`src/rtl/sclp_pkg.sv`:
```
// ----------------------------------------------------------------------------
// sclp_pkg
// Shared types, command table and event codes for the serial command line
// parser.
// ----------------------------------------------------------------------------
package sclp_pkg;

   // ASCII characters with a special meaning
   localparam logic [7:0] CHAR_CR    = 8'd13;
   localparam logic [7:0] CHAR_LF    = 8'd10;
   localparam logic [7:0] CHAR_HASH  = 8'h23;
   localparam logic [7:0] CHAR_SLASH = 8'h2F;
   localparam logic [7:0] CHAR_LOW_A = 8'h61;
   localparam logic [7:0] CHAR_LOW_Z = 8'h7A;
   localparam logic [7:0] CASE_DIFF  = 8'd32;

   // Event codes reported with each echoed byte
   localparam logic [3:0] EV_NONE     = 4'd0;
   localparam logic [3:0] EV_IGNORED  = 4'd1;
   localparam logic [3:0] EV_HELP     = 4'd2;
   localparam logic [3:0] EV_LED_ON   = 4'd3;
   localparam logic [3:0] EV_LED_OFF  = 4'd4;
   localparam logic [3:0] EV_TOGGLED  = 4'd5;
   localparam logic [3:0] EV_STATUS   = 4'd6;
   localparam logic [3:0] EV_TOO_LONG = 4'd7;
   localparam logic [3:0] EV_UNKNOWN  = 4'd8;

   // Command table
   localparam int NUM_CMDS    = 5;
   localparam int CMD_LEN_MAX = 10;
   localparam int CMD_BITS    = 8 * CMD_LEN_MAX;

   // Text is right-aligned: the last character sits in the low byte
   localparam logic [CMD_BITS-1:0] CMD_TEXT [NUM_CMDS] = '{
      CMD_BITS'("HELP"),
      CMD_BITS'("LED ON"),
      CMD_BITS'("LED OFF"),
      CMD_BITS'("LED TOGGLE"),
      CMD_BITS'("STATUS")
   };
   localparam logic [3:0] CMD_LEN [NUM_CMDS] = '{4'd4, 4'd6, 4'd7, 4'd10, 4'd6};
   localparam logic [3:0] CMD_EVENT [NUM_CMDS] =
      '{EV_HELP, EV_LED_ON, EV_LED_OFF, EV_TOGGLED, EV_STATUS};

   // Matcher result handed to the line control
   typedef struct packed {
      logic [NUM_CMDS-1:0] match_next;  // commands still possible after this char
      logic                hit;         // finished line equals a command
      logic [3:0]          cmd_event;   // event of that command
   } match_res_type;

   // One result beat
   typedef struct packed {
      logic [7:0] echo_byte;
      logic [3:0] event_res;
      logic       led_on;
   } rsp_beat_type;

   // Character idx (from the left) of command cmd; zero past its end
   function automatic logic [7:0] cmd_char(input int cmd, input logic [3:0] idx);
      logic [CMD_BITS-1:0] text;
      int                  pos;
      text = CMD_TEXT[cmd];
      pos  = int'(CMD_LEN[cmd]) - 1 - int'(idx);
      if (idx < CMD_LEN[cmd]) begin
         return text[8*pos +: 8];
      end
      return 8'h00;
   endfunction

   // Fold a-z to upper case, leave all else
   function automatic logic [7:0] fold_upper(input logic [7:0] c);
      if (c >= CHAR_LOW_A && c <= CHAR_LOW_Z) begin
         return c - CASE_DIFF;
      end
      return c;
   endfunction

endpackage

```
`src/rtl/sclp_if.sv`:
```
// ----------------------------------------------------------------------------
// sclp_req_if / sclp_rsp_if
// Valid/ready channels carrying received bytes in and parse results out.
// ----------------------------------------------------------------------------
interface sclp_req_if;
   logic       valid;
   logic       ready;
   logic [7:0] rx_byte;

   modport source (output valid, output rx_byte, input ready);
   modport sink   (input valid, input rx_byte, output ready);
endinterface

interface sclp_rsp_if;
   logic       valid;
   logic       ready;
   logic [7:0] echo_byte;
   logic [3:0] event_res;
   logic       led_on;

   modport source (output valid, output echo_byte, output event_res, output led_on,
                   input ready);
   modport sink   (input valid, input echo_byte, input event_res, input led_on,
                   output ready);
endinterface

```
`src/rtl/sclp_matcher.sv`:
```
// ----------------------------------------------------------------------------
// sclp_matcher
// Per-character command compare and end-of-line command lookup.
// ----------------------------------------------------------------------------
module sclp_matcher #(
   parameter int CNT_W = 6
) (
   input  logic [7:0]                   char_in,
   input  logic [CNT_W-1:0]             char_count,
   input  logic [sclp_pkg::NUM_CMDS-1:0] match_cur,
   output sclp_pkg::match_res_type      res
);

   logic [7:0] upper;
   logic       idx_ok;
   logic [3:0] idx;

   assign upper  = sclp_pkg::fold_upper(char_in);
   assign idx_ok = char_count < CNT_W'(sclp_pkg::CMD_LEN_MAX);
   assign idx    = idx_ok ? char_count[3:0] : 4'd0;

   // drop every command that this character rules out; look up a finished match
   always_comb begin
      res.match_next = match_cur;
      res.hit        = 1'b0;
      res.cmd_event  = sclp_pkg::EV_UNKNOWN;
      for (int i = 0; i < sclp_pkg::NUM_CMDS; i++) begin
         if (!idx_ok || idx >= sclp_pkg::CMD_LEN[i] ||
             sclp_pkg::cmd_char(i, idx) != upper) begin
            res.match_next[i] = 1'b0;
         end
      end
      for (int i = sclp_pkg::NUM_CMDS - 1; i >= 0; i--) begin
         if (match_cur[i] && char_count == CNT_W'(sclp_pkg::CMD_LEN[i])) begin
            res.hit       = 1'b1;
            res.cmd_event = sclp_pkg::CMD_EVENT[i];
         end
      end
   end

endmodule

```
`src/rtl/sclp_line_ctrl.sv`:
```
// ----------------------------------------------------------------------------
// sclp_line_ctrl
// Line state, comment detection and LED bit; produces one result per byte.
// ----------------------------------------------------------------------------
module sclp_line_ctrl #(
   parameter int LINE_MAX = 64,
   parameter int CNT_W    = 6
) (
   input  logic                    clock,
   input  logic                    reset,
   input  logic                    advance,
   input  logic [7:0]              char_in,
   output sclp_pkg::rsp_beat_type  beat_out
);

   logic                          in_line_ff, in_line_in;
   logic [CNT_W-1:0]              count_ff, count_in;
   logic [sclp_pkg::NUM_CMDS-1:0] match_ff, match_in;
   logic                          comment_ff, comment_in;
   logic                          slash_ff, slash_in;
   logic                          led_ff, led_in;

   logic                          term;
   logic [CNT_W-1:0]              base_count;
   logic [sclp_pkg::NUM_CMDS-1:0] base_match;
   logic                          base_comment;
   logic                          base_slash;
   logic [3:0]                    ev;
   sclp_pkg::match_res_type       mres;

   assign term = (char_in == sclp_pkg::CHAR_CR) || (char_in == sclp_pkg::CHAR_LF);

   // a new line starts from cleared line state
   assign base_count   = in_line_ff ? count_ff : '0;
   assign base_match   = in_line_ff ? match_ff : '1;
   assign base_comment = in_line_ff ? comment_ff : 1'b0;
   assign base_slash   = in_line_ff ? slash_ff : 1'b0;

   sclp_matcher #(
      .CNT_W (CNT_W)
   ) u_matcher (
      .char_in    (char_in),
      .char_count (base_count),
      .match_cur  (base_match),
      .res        (mres)
   );

   // next line state and event for this byte
   always_comb begin
      in_line_in = in_line_ff;
      count_in   = count_ff;
      match_in   = match_ff;
      comment_in = comment_ff;
      slash_in   = slash_ff;
      led_in     = led_ff;
      ev         = sclp_pkg::EV_NONE;

      if ((!in_line_ff && !term) ||
          (in_line_ff && !term && count_ff < CNT_W'(LINE_MAX - 1))) begin
         // take the character into the line
         in_line_in = 1'b1;
         count_in   = base_count + 1'b1;
         match_in   = mres.match_next;
         comment_in = base_comment;
         slash_in   = base_slash;
         if (base_count == '0) begin
            comment_in = (char_in == sclp_pkg::CHAR_HASH);
            slash_in   = (char_in == sclp_pkg::CHAR_SLASH);
         end else if (base_count == CNT_W'(1)) begin
            comment_in = base_comment | (base_slash && char_in == sclp_pkg::CHAR_SLASH);
         end
      end else if (in_line_ff) begin
         // close the line: terminator or overflow
         in_line_in = 1'b0;
         count_in   = '0;
         match_in   = '1;
         comment_in = 1'b0;
         slash_in   = 1'b0;
         if (!term) begin
            ev = sclp_pkg::EV_TOO_LONG;
         end else if (comment_ff) begin
            ev = sclp_pkg::EV_IGNORED;
         end else if (mres.hit) begin
            ev = mres.cmd_event;
            case (mres.cmd_event)
               sclp_pkg::EV_LED_ON:  led_in = 1'b1;
               sclp_pkg::EV_LED_OFF: led_in = 1'b0;
               sclp_pkg::EV_TOGGLED: led_in = !led_ff;
               default:              led_in = led_ff;
            endcase
         end else begin
            ev = sclp_pkg::EV_UNKNOWN;
         end
      end
   end

   // advance state once per accepted byte
   always_ff @(posedge clock) begin
      if (reset) begin
         in_line_ff <= 1'b0;
         count_ff   <= '0;
         match_ff   <= '1;
         comment_ff <= 1'b0;
         slash_ff   <= 1'b0;
         led_ff     <= 1'b0;
      end else if (advance) begin
         in_line_ff <= in_line_in;
         count_ff   <= count_in;
         match_ff   <= match_in;
         comment_ff <= comment_in;
         slash_ff   <= slash_in;
         led_ff     <= led_in;
      end
   end

   assign beat_out.echo_byte = char_in;
   assign beat_out.event_res = ev;
   assign beat_out.led_on    = led_in;

endmodule

```
`src/rtl/serial_command_line_parser_core.sv`:
```
// ----------------------------------------------------------------------------
// serial_command_line_parser_core
// Echoes received bytes, assembles command lines and reports line events.
// ----------------------------------------------------------------------------
//  channel | direction | beat contents
//  req_if  | in        | rx_byte
//  rsp_if  | out       | echo_byte, event_res, led_on
//
// Every byte gives exactly one result beat. Input register, then line control
// and command compare, then result register; one byte per cycle is sustained
// while the receiver keeps ready high.
// Synchronous active-high reset clears line state, the LED bit and both stages.
// A stalled result holds in the result register; the input stage keeps
// accepting while the result register empties in the same cycle.
// ----------------------------------------------------------------------------
module serial_command_line_parser_core #(
   parameter int LINE_MAX = 64
) (
   input  logic         clock,
   input  logic         reset,
   sclp_req_if.sink     req_if,
   sclp_rsp_if.source   rsp_if
);

   localparam int CNT_W = $clog2(LINE_MAX);

   logic                   in_valid_ff;
   logic [7:0]             in_byte_ff;
   logic                   out_valid_ff;
   sclp_pkg::rsp_beat_type out_beat_ff;
   sclp_pkg::rsp_beat_type beat;
   logic                   advance;

   // move the held byte into the result register when it is free
   assign advance       = in_valid_ff && (!out_valid_ff || rsp_if.ready);
   assign req_if.ready  = !in_valid_ff || advance;

   // input register
   always_ff @(posedge clock) begin
      if (reset) begin
         in_valid_ff <= 1'b0;
      end else if (req_if.ready) begin
         in_valid_ff <= req_if.valid;
      end
   end

   always_ff @(posedge clock) begin
      if (req_if.valid && req_if.ready) begin
         in_byte_ff <= req_if.rx_byte;
      end
   end

   sclp_line_ctrl #(
      .LINE_MAX (LINE_MAX),
      .CNT_W    (CNT_W)
   ) u_line_ctrl (
      .clock    (clock),
      .reset    (reset),
      .advance  (advance),
      .char_in  (in_byte_ff),
      .beat_out (beat)
   );

   // result register
   always_ff @(posedge clock) begin
      if (reset) begin
         out_valid_ff <= 1'b0;
      end else if (advance) begin
         out_valid_ff <= 1'b1;
      end else if (rsp_if.ready) begin
         out_valid_ff <= 1'b0;
      end
   end

   always_ff @(posedge clock) begin
      if (advance) begin
         out_beat_ff <= beat;
      end
   end

   assign rsp_if.valid     = out_valid_ff;
   assign rsp_if.echo_byte = out_beat_ff.echo_byte;
   assign rsp_if.event_res = out_beat_ff.event_res;
   assign rsp_if.led_on    = out_beat_ff.led_on;

endmodule

```
`src/flat_wrapper.sv`:
```
// flat-port wrapper written by rule: the top's interface ports become plain ports
module serial_command_line_parser_core_flat 
#(
   parameter int LINE_MAX = 64
)
  (clock, reset, req_if_valid, req_if_rx_byte, req_if_ready, rsp_if_valid, rsp_if_echo_byte, rsp_if_event_res, rsp_if_led_on, rsp_if_ready);
  sclp_req_if req_if_i ();
  sclp_rsp_if rsp_if_i ();
  input  logic clock;
  input  logic reset;
  input wire logic [$bits(req_if_i.valid)-1:0] req_if_valid;
  input wire logic [$bits(req_if_i.rx_byte)-1:0] req_if_rx_byte;
  output wire logic [$bits(req_if_i.ready)-1:0] req_if_ready;
  output wire logic [$bits(rsp_if_i.valid)-1:0] rsp_if_valid;
  output wire logic [$bits(rsp_if_i.echo_byte)-1:0] rsp_if_echo_byte;
  output wire logic [$bits(rsp_if_i.event_res)-1:0] rsp_if_event_res;
  output wire logic [$bits(rsp_if_i.led_on)-1:0] rsp_if_led_on;
  input wire logic [$bits(rsp_if_i.ready)-1:0] rsp_if_ready;
  assign req_if_i.valid = req_if_valid;
  assign req_if_i.rx_byte = req_if_rx_byte;
  assign req_if_ready = req_if_i.ready;
  assign rsp_if_valid = rsp_if_i.valid;
  assign rsp_if_echo_byte = rsp_if_i.echo_byte;
  assign rsp_if_event_res = rsp_if_i.event_res;
  assign rsp_if_led_on = rsp_if_i.led_on;
  assign rsp_if_i.ready = rsp_if_ready;
  serial_command_line_parser_core #(.LINE_MAX(LINE_MAX)) u_core (.clock(clock), .reset(reset), .req_if(req_if_i), .rsp_if(rsp_if_i));
endmodule
```
`config.mk`:
```
export PLATFORM = sky130hd
export DESIGN_NAME = serial_command_line_parser_core_flat
export DESIGN_NICKNAME = d
export VERILOG_FILES = /design/src/rtl/sclp_pkg.sv /design/src/rtl/sclp_if.sv /design/src/rtl/sclp_matcher.sv /design/src/rtl/sclp_line_ctrl.sv /design/src/rtl/serial_command_line_parser_core.sv /design/src/flat_wrapper.sv
export SDC_FILE = /design/constraint.sdc
export NUM_CORES = 1
export LEC_CHECK = 0
export ABC_AREA = 1
export BUFFER_PORTS_ARGS = -buffer_cell sky130_fd_sc_hd__buf_2
export CAP_MARGIN = 30
export CELL_PAD_IN_SITES_DETAIL_PLACEMENT = 1
export CELL_PAD_IN_SITES_GLOBAL_PLACEMENT = 1
export CORE_ASPECT_RATIO = 0.9
export CORE_UTILIZATION = 39
export DETAILED_ROUTE_END_ITERATION = 10
export MAX_ROUTING_LAYER = met4
export PLACE_DENSITY = 0.79
export SYNTH_ARGS = -nofsm -noshare
export SYNTH_HDL_FRONTEND = slang
export SYNTH_SLANG_ARGS = --single-unit
```
`constraint.sdc`:
```
create_clock -name clock -period 2.65 [get_ports clock]
set_clock_uncertainty 0.2 [all_clocks]
set_input_delay 0.6625 -clock clock [delete_from_list [all_inputs] [get_ports clock]]
set_output_delay 0.6625 -clock clock [all_outputs]
set_load 0.01 [all_outputs]
```
==> results.py, run 1 <==
metrics = {
    "run_status": {
        "status": "completed",
    },
    "timing": {
        "fmax_mhz": 389,
        "slew_headroom": 0.673,
        "timing.final.crit_share": 0.971,
        "setup_viol": 0,
        "hold_viol_final": 0,
        "final_critical_path_setup_slack_ns": 0.0765,
        "period_needed_ns": 2.57,
        "worstMarginPinSlew_ns": 0.486,
        "slew_violations": 0,
        "rsz0062_at_grt": "yes",
    },
    "finish": {
        "seqCellArea_sq_um": 982,
        "nets": 595,
        "antenna_cells": 0,
        "final_cell_mix": "nand2_1 (123), buf_4 (54), inv_1 (47), nand3_1 (47), nor2_1 (35)",
        "area_growth_pct": 31.0,
        "mostFrequentLayoutCell": "nand2_1",
        "design_area_sq_um": 4290,
        "multiInputGateArea_sq_um": 2210,
        "drive_above_1_share": 0.307,
        "fillers": 1055,
    },
    "hold_path": {
        "min_path_type": "flip-flop to flip-flop",
        "hold_path_depth": 2,
        "min_to": "u_core.u_line_ctrl.match_ff[2]$_SDFFE_PP1P_",
        "min_from": "u_core.u_line_ctrl.match_ff[2]$_SDFFE_PP1P_",
    },
    "critical_path": {
        "cp_data_required_time_ns": 2.69,
        "cp.arrival_ns": 2.62,
        "path_cells": "nand2_4 -> clkinv_4 -> nand2_4 -> nand2_4 -> inv_2 -> nand2_4 -> buf_8 -> ha_4 -> buf_6 -> nand3_1 -> o21ai_2 -> nand3_1 -> nand2_1 -> nand2_1 -> nor2_1 -> nand3_1 -> nand2_1 -> nand2_1 -> nand2_1",
        "end_kind": "flip-flop",
        "cpMostUsedCell": "nand2_1",
        "start_kind": "flip-flop",
        "crit_family": "simple AND/OR/NAND/NOR gates",
        "worst_r2r_path_depth": 19,
        "slowest_stage": "dfxtp_4",
        "path_buf_inv": 4,
        "timing.reg2reg.setup_slack_ns": 0.08,
        "r2r-end": "u_core.u_line_ctrl.match_ff[1]$_SDFFE_PP1P_",
        "path_max_fanout": 8,
        "r2r-start": "u_core.u_line_ctrl.in_line_ff$_SDFFE_PP0P_",
        "worstSetupPathType": "flip-flop to flip-flop",
        "slowest_delay_ns": 0.40,
    },
    "synth": {
        "syn-cell-area_sq_um": 3280,
        "ys.flop_type": "edfxtp_1",
        "syn_area_per_cell_sq_um": 6.82,
        "synthCells": 480,
        "async_reset_ff_frac": 0,
        "ys_ff_latch": 38,
        "yosysUniqueCellTypes": 42,
        "syn_nets": 513,
        "synth_warnings": 0,
        "synth_edf_count": 21,
        "synth_seq_area_share": 0.296,
    },
    "flow_run": {
        "cap_violations": 0,
    },
    "grt": {
        "antenna_found_initial": 0,
        "grt_pass1_wl_um": 18000,
        "grt_pass1_vias": 3708,
        "track_usage": 0.273,
        "gr-total-overflow": 0,
        "grt_max_degree": 18,
    },
    "routing": {
        "post_drt_wl_per_cell_um": 17.4,
        "vias": 3605,
        "ant_nets": 0,
        "drt_first_pass_iters": 4,
        "totalWireLength_um": 11500,
        "drtIter0Drc": 155,
        "vias_per_cell": 5.45,
        "drc": 0,
    },
    "die": {
        "initial_core_util": 0.404,
        "die_h_um": 88.9,
        "coreArea_sq_um": 8110,
        "die_x_um": 98.6,
        "dieArea_sq_um": 8770,
        "io_pins": 27,
        "num_rows": 31,
    },
    "placement": {
        "dp_slack_ns": -0.331,
        "dp_hpwl_um": 8500,
        "placed_area_sq_um": 3800,
        "gp_routability_congestion": 0.863,
        "port_buffers": 26,
    },
    "clocking": {
        "clk_latency_ns": 0.30,
        "hold_buffers": 0,
        "tritoncts": "built",
        "numCtsBuffers": 5,
        "htree_levels": 2,
        "cts_buffer_depth": 2,
        "clock_sinks": 38,
        "path_clk_slew_ns": 0.07,
        "root_buffer": "clkbuf_8",
    },
    "power": {
        "p_switching_uw": 359,
        "power_density_nw_per_um2": 315,
        "p_int_uw": 994,
        "clockPowerShare": 0.364,
        "ir_drop_v": 0.000180,
        "seqPwrFrac": 0.493,
        "power_frac_comb": 0.143,
        "p_sw_frac": 0.265,
        "leakage_nw": 2.03,
    },
}
layout make-up:
| class | count | share of cell area |
|---|---|---|
| well taps | 99 | 0.0289 |
| inverters | 63 | 0.0580 |
| multi-input cells | 367 | 0.515 |
| repair buffers | 87 | 0.144 |
| clock buffers | 6 | 0.0169 |
| clock inverters | 2 | 0.00787 |
| flip-flops and latches | 38 | 0.229 |
cells in the mapped netlist (2+ instances only):
master,count,area [sq um]
nor2_4,2,22.5
nand2_4,2,22.5
nor3_1,10,50.1
o21ai_0,15,75.1
o21ai_2,2,17.5
nand2_1,132,495
buf_4,2,15.0
edfxtp_1,21,631
dfxtp_1,17,340
ha_1,21,263
nand3_1,49,245
nand2_2,6,37.5
inv_1,51,191
nand3_2,3,30.0
o21ai_1,4,20.0
nor2_1,42,158
nand3b_1,3,22.5
nor2_2,4,25.0
clkbuf_1,6,22.5
o311ai_0,2,17.5
nor3_2,2,20.0
o211ai_1,2,15.0
inv_2,10,37.5
buf_2,3,15.0
xor2_1,5,43.8
nand4_1,19,119
a21oi_1,30,150
worst min-delay path, cell delays in order (launching register included):
cell and delay (ns):
dfxtp_1 0.33, a21oi_1 0.07, nand2_1 0.06
worst max-delay path by stage:
stage | from | end | cells after the start
floorplan | u_core.u_line_ctrl.count_ff[5]$_SDFFE_PP0P_ | u_core.u_line_ctrl.match_ff[1]$_SDFFE_PP1P_ | 20
global placement | u_core.u_line_ctrl.count_ff[5]$_SDFFE_PP0P_ | u_core.u_line_ctrl.match_ff[3]$_SDFFE_PP1P_ | 18
detailed placement | u_core.u_line_ctrl.count_ff[5]$_SDFFE_PP0P_ | u_core.u_line_ctrl.match_ff[3]$_SDFFE_PP1P_ | 18
CTS | u_core.u_line_ctrl.count_ff[4]$_SDFFE_PP0P_ | u_core.u_line_ctrl.match_ff[1]$_SDFFE_PP1P_ | 17
global route | u_core.u_line_ctrl.count_ff[5]$_SDFFE_PP0P_ | u_core.u_line_ctrl.match_ff[3]$_SDFFE_PP1P_ | 20
finish | u_core.u_line_ctrl.in_line_ff$_SDFFE_PP0P_ | u_core.u_line_ctrl.match_ff[1]$_SDFFE_PP1P_ | 19
what timing repair did:
item | 4_1_cts | 5_1_grt
pin swaps | 7 | 19
endpoints found under the setup margin | 5 | 5
setup buffers | 7 | 10
resized for setup | 22 | 49
kinds of logic (layout without fill, tap and decap cells):
kind of cell | Yosys count | after routing | synth area share
and+or+nand+nor | 279 | 279 | 0.402
buffers and inverters | 75 | 158 | 0.0940
xor gates and xnor gates | 5 | 5 | 0.0134
AOI/OAI and AO/OA | 62 | 62 | 0.114
DFF | 38 | 38 | 0.296
adders and majority gates | 21 | 21 | 0.0802
stage by stage:
stage / hold slack [ns] / setup TNS, ns / util / power [mW] / cells
after floorplan: 0.221 / 0 / - / 0.795 / 480
after global placement: 0.247 / -0.115 / 0.468 / 0.859 / 637
after detailed placement: 0.258 / -0.941 / 0.468 / 0.867 / 637
after CTS: 0.276 / -0.00163 / 0.499 / 1.36 / 652
after global routing: 0.295 / -0.393 / 0.529 / 1.41 / 662
final: 0.281 / 0 / 0.529 / 1.35 / 662
sequential cells by signal, indices dropped and copies added, names as in the netlist, 4 cells and up:
signal and flops:
u_core.rsp_if.event_res 4, u_core.in_byte_ff 8, u_core.u_line_ctrl.count_ff 6, u_core.u_line_ctrl.match_ff 5, u_core.rsp_if.echo_byte 8
layer usage:
layer,routed length [um],up-vias,global-route usage
li1,-,1758,-
met1,5060,1759,0.329
met2,5800,68,0.491
met3,440,20,0.0367
met4,221,0,0.0638
met5,0,-,-
power groups by stage:
stage                     combinational, mW  sequential (mW)  clock (mW)
after floorplan                       0.115            0.681           0
after global placement                0.180            0.679           0
after detailed placement              0.187            0.680           0
after CTS                             0.190            0.668       0.504
after global routing                  0.215            0.670       0.525
final                                 0.194            0.667       0.492
Note: power is estimated with default switching activity, not from simulation.
==> run 2: changes to the inputs <==
- PLACE_DENSITY: 0.79 -> not set
- PLACE_DENSITY_LB_ADDON: not set -> 0.1
- TNS_END_PERCENT: not set -> 100
==> results.py, run 2 (synthesis results as in run 1) <==
metrics = {
    "run_status": {
        "status": "completed",
    },
    "clocking": {
        "htree_levels": 2,
        "tritoncts": "built",
        "root_buffer": "clkbuf_8",
        "path_clk_slew_ns": 0.08,
        "numCtsBuffers": 5,
        "clk_latency_ns": 0.30,
        "hold_buffers": 0,
        "clock_sinks": 38,
        "cts_buffer_depth": 2,
    },
    "critical_path": {
        "cp.arrival_ns": 2.53,
        "end_kind": "flip-flop",
        "worstSetupPathType": "flip-flop to flip-flop",
        "start_kind": "flip-flop",
        "cp_data_required_time_ns": 2.65,
        "path_max_fanout": 5,
        "timing.reg2reg.setup_slack_ns": 0.12,
    },
    "grt": {
        "grt_pass1_vias": 3423,
        "gr-total-overflow": 0,
        "grt_max_degree": 18,
        "track_usage": 0.265,
        "antenna_found_initial": 0,
        "grt_pass1_wl_um": 17300,
    },
    "finish": {
        "area_growth_pct": 32.7,
        "fillers": 1036,
        "design_area_sq_um": 4350,
        "drive_above_1_share": 0.328,
        "antenna_cells": 0,
        "final_cell_mix": "nand2_1 (122), buf_4 (51), inv_1 (47), nand3_1 (44), nor2_1 (31)",
        "mostFrequentLayoutCell": "nand2_1",
        "finalNonFillerCells": 660,
        "multiInputGateArea_sq_um": 2240,
        "nets": 593,
        "seqCellArea_sq_um": 978,
    },
    "timing": {
        "period_needed_ns": 2.53,
        "fmax_mhz": 395,
        "timing.final.crit_share": 0.955,
        "worstMarginPinSlew_ns": 0.501,
        "setup_tns_ns": 0,
        "hold_viol_final": 0,
        "slew_headroom": 0.662,
        "slew_violations": 0,
        "setup_viol": 0,
        "rsz0062_at_grt": "yes",
    },
    "flow_run": {
        "cap_violations": 0,
    },
    "placement": {
        "dp_hpwl_um": 8600,
        "dp.cells": 642,
        "gp_routability_congestion": 0.875,
        "port_buffers": 26,
        "placed_area_sq_um": 3850,
    },
    "die": {
        "die_h_um": 88.9,
        "die_x_um": 98.6,
        "num_rows": 31,
        "io_pins": 27,
        "coreArea_sq_um": 8110,
        "initial_core_util": 0.404,
        "dieArea_sq_um": 8770,
    },
    "routing": {
        "ant_nets": 0,
        "post_drt_wl_per_cell_um": 16.7,
        "vias": 3552,
        "drtIter0Drc": 169,
        "vias_per_cell": 5.38,
        "totalWireLength_um": 11000,
        "drc": 0,
        "drt_first_pass_iters": 4,
    },
    "power": {
        "leakage_nw": 2.06,
        "finalPower_mw": 1.48,
        "ir_drop_v": 0.000194,
        "power_density_nw_per_um2": 340,
    },
    "hold_path": {
        "min_path_type": "flip-flop to flip-flop",
    },
}
[run 2: report_power, final]
part	switching, mW	total [mW]	internal, mW
sequential	0.0219	0.671	0.650
clock	0.229	0.607	0.377
combinational	0.129	0.198	0.0697
total	0.380	1.48	1.10
[run 2: per-layer routing]
| metal | vias up | track usage | part of all wire |
|---|---|---|---|
| li1 | 1752 | - | - |
| met1 | 1734 | 0.339 | 0.48 |
| met2 | 57 | 0.451 | 0.49 |
| met3 | 9 | 0.0336 | 0.030 |
| met4 | 0 | 0.0651 | 0.0082 |
| met5 | - | - | 0 |
[run 2: area by class of cell]
class / count / area share
clock inverters: 3 / 0.0158
well taps: 99 / 0.0285
multi-input cells: 367 / 0.516
clock buffers: 5 / 0.0158
repair buffers: 85 / 0.141
flip-flops and latches: 38 / 0.225
inverters: 63 / 0.0579
[run 2: critical path: stages, from the launching register on]
cell and delay (ns):
dfxtp_2 0.34, o21ai_4 0.23, nand2_4 0.08, inv_4 0.07, nand2_4 0.07, buf_6 0.14, ha_4 0.16, nand2_1 0.06
nand4_1 0.23, nand3_4 0.26, nor2_4 0.06, nand2_1 0.07, nand2_1 0.05, nand2_1 0.06, inv_1 0.04, nand2_1 0.04
nor2_1 0.03, nand3_1 0.06, nand2_1 0.05, nand2_1 0.07, nand2_1 0.05
[run 2: worst paths after layout]
| path | startpoint | endpoint | cells after the start |
|---|---|---|---|
| hold reg to reg | u_core.in_byte_ff[7]$_DFFE_PP_ | u_core.rsp_if.echo_byte[7]$_DFFE_PP_ | 0 |
| setup / recovery | u_core.u_line_ctrl.count_ff[4]$_SDFFE_PP0P_ | u_core.u_line_ctrl.match_ff[3]$_SDFFE_PP1P_ | 20 |
| setup reg to reg | u_core.u_line_ctrl.count_ff[4]$_SDFFE_PP0P_ | u_core.u_line_ctrl.match_ff[3]$_SDFFE_PP1P_ | 20 |
| hold / removal | u_core.in_byte_ff[7]$_DFFE_PP_ | u_core.rsp_if.echo_byte[7]$_DFFE_PP_ | 0 |
[run 2: stage by stage]
step | worst slack (ns) | utilization | hold slack [ns]
2_1_floorplan | 0.0217 | - | 0.221
3_3_place_gp | -0.0896 | 0.474 | 0.242
3_5_place_dp | -0.222 | 0.474 | 0.243
4_1_cts | 0.000591 | 0.496 | 0.279
5_1_grt | -0.0987 | 0.536 | 0.292
6_report | 0.119 | 0.536 | 0.275
[run 2: what timing repair did]
item | 4_1_cts | 5_1_grt
buffers inserted | 1 | 9
cloned | 0 | 0
endpoints found under the setup margin | 4 | 6
pin swaps | 1 | 17
gates resized for setup | 9 | 72
==> run 3: changes to the inputs <==
- SYNTH_HIERARCHICAL: not set -> 1
==> results.py, run 3 <==
metrics = {
    "run_status": {
        "status": "complete, but fails checks",
        "violations": "negative setup slack",
    },
    "synth": {
        "post-synth-top-area-cell": "edfxtp_1",
        "ys_top_cells_by_count": "nand2_1 (153), inv_1 (75), nor2_1 (58), nand3_1 (44), edfxtp_1 (21)",
        "synth_edf_count": 21,
        "syn-cell-area_sq_um": 3490,
        "syn_area_per_cell_sq_um": 6.59,
        "ys.flop_type": "edfxtp_1",
        "yosysUniqueCellTypes": 40,
        "yosysTopAreaCellShare": 0.181,
        "synthCells": 529,
        "ys_ff_latch": 38,
        "synth_most_common_cell": "nand2_1",
        "syn_nets": 560,
        "synth_warnings": 6,
        "async_reset_ff_frac": 0,
        "yosys-top-cells-area": "edfxtp_1 (18%), nand2_1 (16%), dfxtp_1 (9.8%)",
        "synth_seq_area_share": 0.278,
    },
    "routing": {
        "ant_nets": 0,
        "vias_per_cell": 5.22,
        "drc": 0,
        "vias": 3916,
        "drt_first_pass_iters": 4,
        "post_drt_wl_per_cell_um": 16.8,
        "drtIter0Drc": 205,
        "totalWireLength_um": 12600,
    },
    "timing": {
        "final_critical_path_setup_slack_ns": -0.109,
        "hold_viol_final": 0,
        "timing.final.crit_share": 1.04,
        "period_needed_ns": 2.76,
        "setup_tns_ns": -0.255,
        "rsz0062_at_grt": "yes",
        "fin_hold_ws_ns": 0.276,
        "setup_viol": 7,
        "slew_headroom": 0.719,
        "fmax_mhz": 362,
        "slew_violations": 0,
        "worstMarginPinSlew_ns": 0.421,
    },
    "clocking": {
        "root_buffer": "clkbuf_8",
        "cts_buffer_depth": 2,
        "path_clk_slew_ns": 0.08,
        "numCtsBuffers": 5,
        "tritoncts": "built",
        "clock_sinks": 38,
        "htree_levels": 2,
        "clk_latency_ns": 0.29,
    },
    "placement": {
        "gp_routability_congestion": 0.897,
        "port_buffers": 26,
        "dp_hpwl_um": 9160,
    },
    "critical_path": {
        "path_max_fanout": 7,
        "end_kind": "flip-flop",
        "start_kind": "flip-flop",
        "cp.arrival_ns": 2.80,
        "cp_data_required_time_ns": 2.69,
        "worstSetupPathType": "flip-flop to flip-flop",
    },
    "die": {
        "initial_core_util": 0.405,
        "num_rows": 32,
        "io_pins": 27,
        "dieArea_sq_um": 9320,
        "die_h_um": 91.7,
        "coreArea_sq_um": 8610,
        "die_x_um": 102,
    },
    "finish": {
        "final_cell_mix": "nand2_1 (134), buf_4 (73), inv_1 (57), nor2_1 (46), nand3_1 (41)",
        "fin_util": 0.562,
        "area_growth_pct": 38.8,
        "mostFrequentLayoutCell": "nand2_1",
        "nets": 661,
        "drive_above_1_share": 0.368,
        "antenna_cells": 0,
    },
    "grt": {
        "grt_max_degree": 16,
        "antenna_found_initial": 0,
        "grt_pass1_wl_um": 19500,
        "grt_pass1_vias": 3984,
        "gr-total-overflow": 0,
        "track_usage": 0.273,
    },
    "power": {
        "power_density_nw_per_um2": 305,
        "finalPower_mw": 1.48,
        "ir_drop_v": 0.000307,
        "leakage_nw": 2.36,
    },
    "flow_run": {
        "cap_violations": 0,
    },
    "hold_path": {
        "min_path_type": "flip-flop to flip-flop",
    },
}
## run 3: cell count changes in the layout (fill, tap and decap cells not counted), sizes merged, moves of 3 or more
cell / change
buf: +25
inv: +22
nand2: +21
nor2: +17
a21oi: -11
o21ai: +8
nand4: -4
nor3: -4
nand3: -3
## run 3: cell type report
cell class | instances | area [sq um]
inverter | 85 | 358
tap | 119 | 149
timing repair buffer | 110 | 820
fill | 1127 | 3770
multi-input combinational | 390 | 2400
clock buffer | 5 | 68.8
clock inverter | 3 | 68.8
sequential | 38 | 975
## run 3: final timing paths
| path | startpoint | to | slack [ns] | cells past startpoint |
|---|---|---|---|---|
| worst max-delay path | u_core/u_line_ctrl/in_line_ff$_SDFFE_PP0P_ | u_core/u_line_ctrl/match_ff[2]$_SDFFE_PP1P_ | -0.11 | 18 |
| worst min-delay path | u_core/u_line_ctrl/slash_ff$_SDFFE_PP0P_ | u_core/u_line_ctrl/slash_ff$_SDFFE_PP0P_ | 0.28 | 2 |
| worst max register to register | u_core/u_line_ctrl/in_line_ff$_SDFFE_PP0P_ | u_core/u_line_ctrl/match_ff[2]$_SDFFE_PP1P_ | -0.11 | 18 |
| worst min register to register | u_core/u_line_ctrl/slash_ff$_SDFFE_PP0P_ | u_core/u_line_ctrl/slash_ff$_SDFFE_PP0P_ | 0.28 | 2 |
## run 3: power breakdown
group / switching, mW / leakage (nW) / internal, mW
clock network: 0.222 / 0.0683 / 0.377
registers: 0.0248 / 0.339 / 0.651
logic: 0.130 / 1.95 / 0.0721
## run 3: cells by family after synthesis
group | Yosys count | synth area share
flops | 38 | 0.278
fa+ha+maj | 19 | 0.0682
buf+inv | 101 | 0.127
simple gates | 307 | 0.412
compound gates | 58 | 0.0969
xor+xnor | 6 | 0.0172
## run 3: stage by stage
stage | std cells | setup slack, ns | instance area, sq um
floorplan | 529 | 0.00755 | 3500
global placement | 721 | -0.105 | 4130
detailed placement | 721 | -0.256 | 4130
CTS | 736 | -0.00856 | 4430
global route | 750 | -0.243 | 4840
finish | 750 | -0.109 | 4840
## run 3: per-layer routing
| metal | up-vias | wire (um) | global-route usage |
|---|---|---|---|
| li1 | 1885 | - | - |
| met1 | 1949 | 5730 | 0.357 |
| met2 | 72 | 6330 | 0.465 |
| met3 | 10 | 428 | 0.0290 |
| met4 | 0 | 114 | 0.0362 |
| met5 | - | 0 | - |
## run 3: critical path: stages (launching register included)
cell and delay [ns]:
dfxtp_4 0.40, nand2_4 0.09, clkinvlp_4 0.15, o21ai_4 0.20
nand3_4 0.16, inv_4 0.12, ha_2 0.19, inv_2 0.08
xor2_4 0.24, nand2_1 0.10, o21ai_1 0.11, nor2_1 0.09
nand2_1 0.07, nand2_1 0.06, nor2_1 0.08, nand2_1 0.07
nor2_2 0.13, o21ai_1 0.07, nand2_1 0.07
## run 3: repair_timing
| item | CTS | global route |
|---|---|---|
| setup endpoints to repair | 6 | 11 |
| gates resized for setup | 34 | 84 |
| buffers inserted | 7 | 14 |
| gates cloned | 0 | 0 |
| hold buffers | 0 | 0 |
| pin swaps | 12 | 53 |
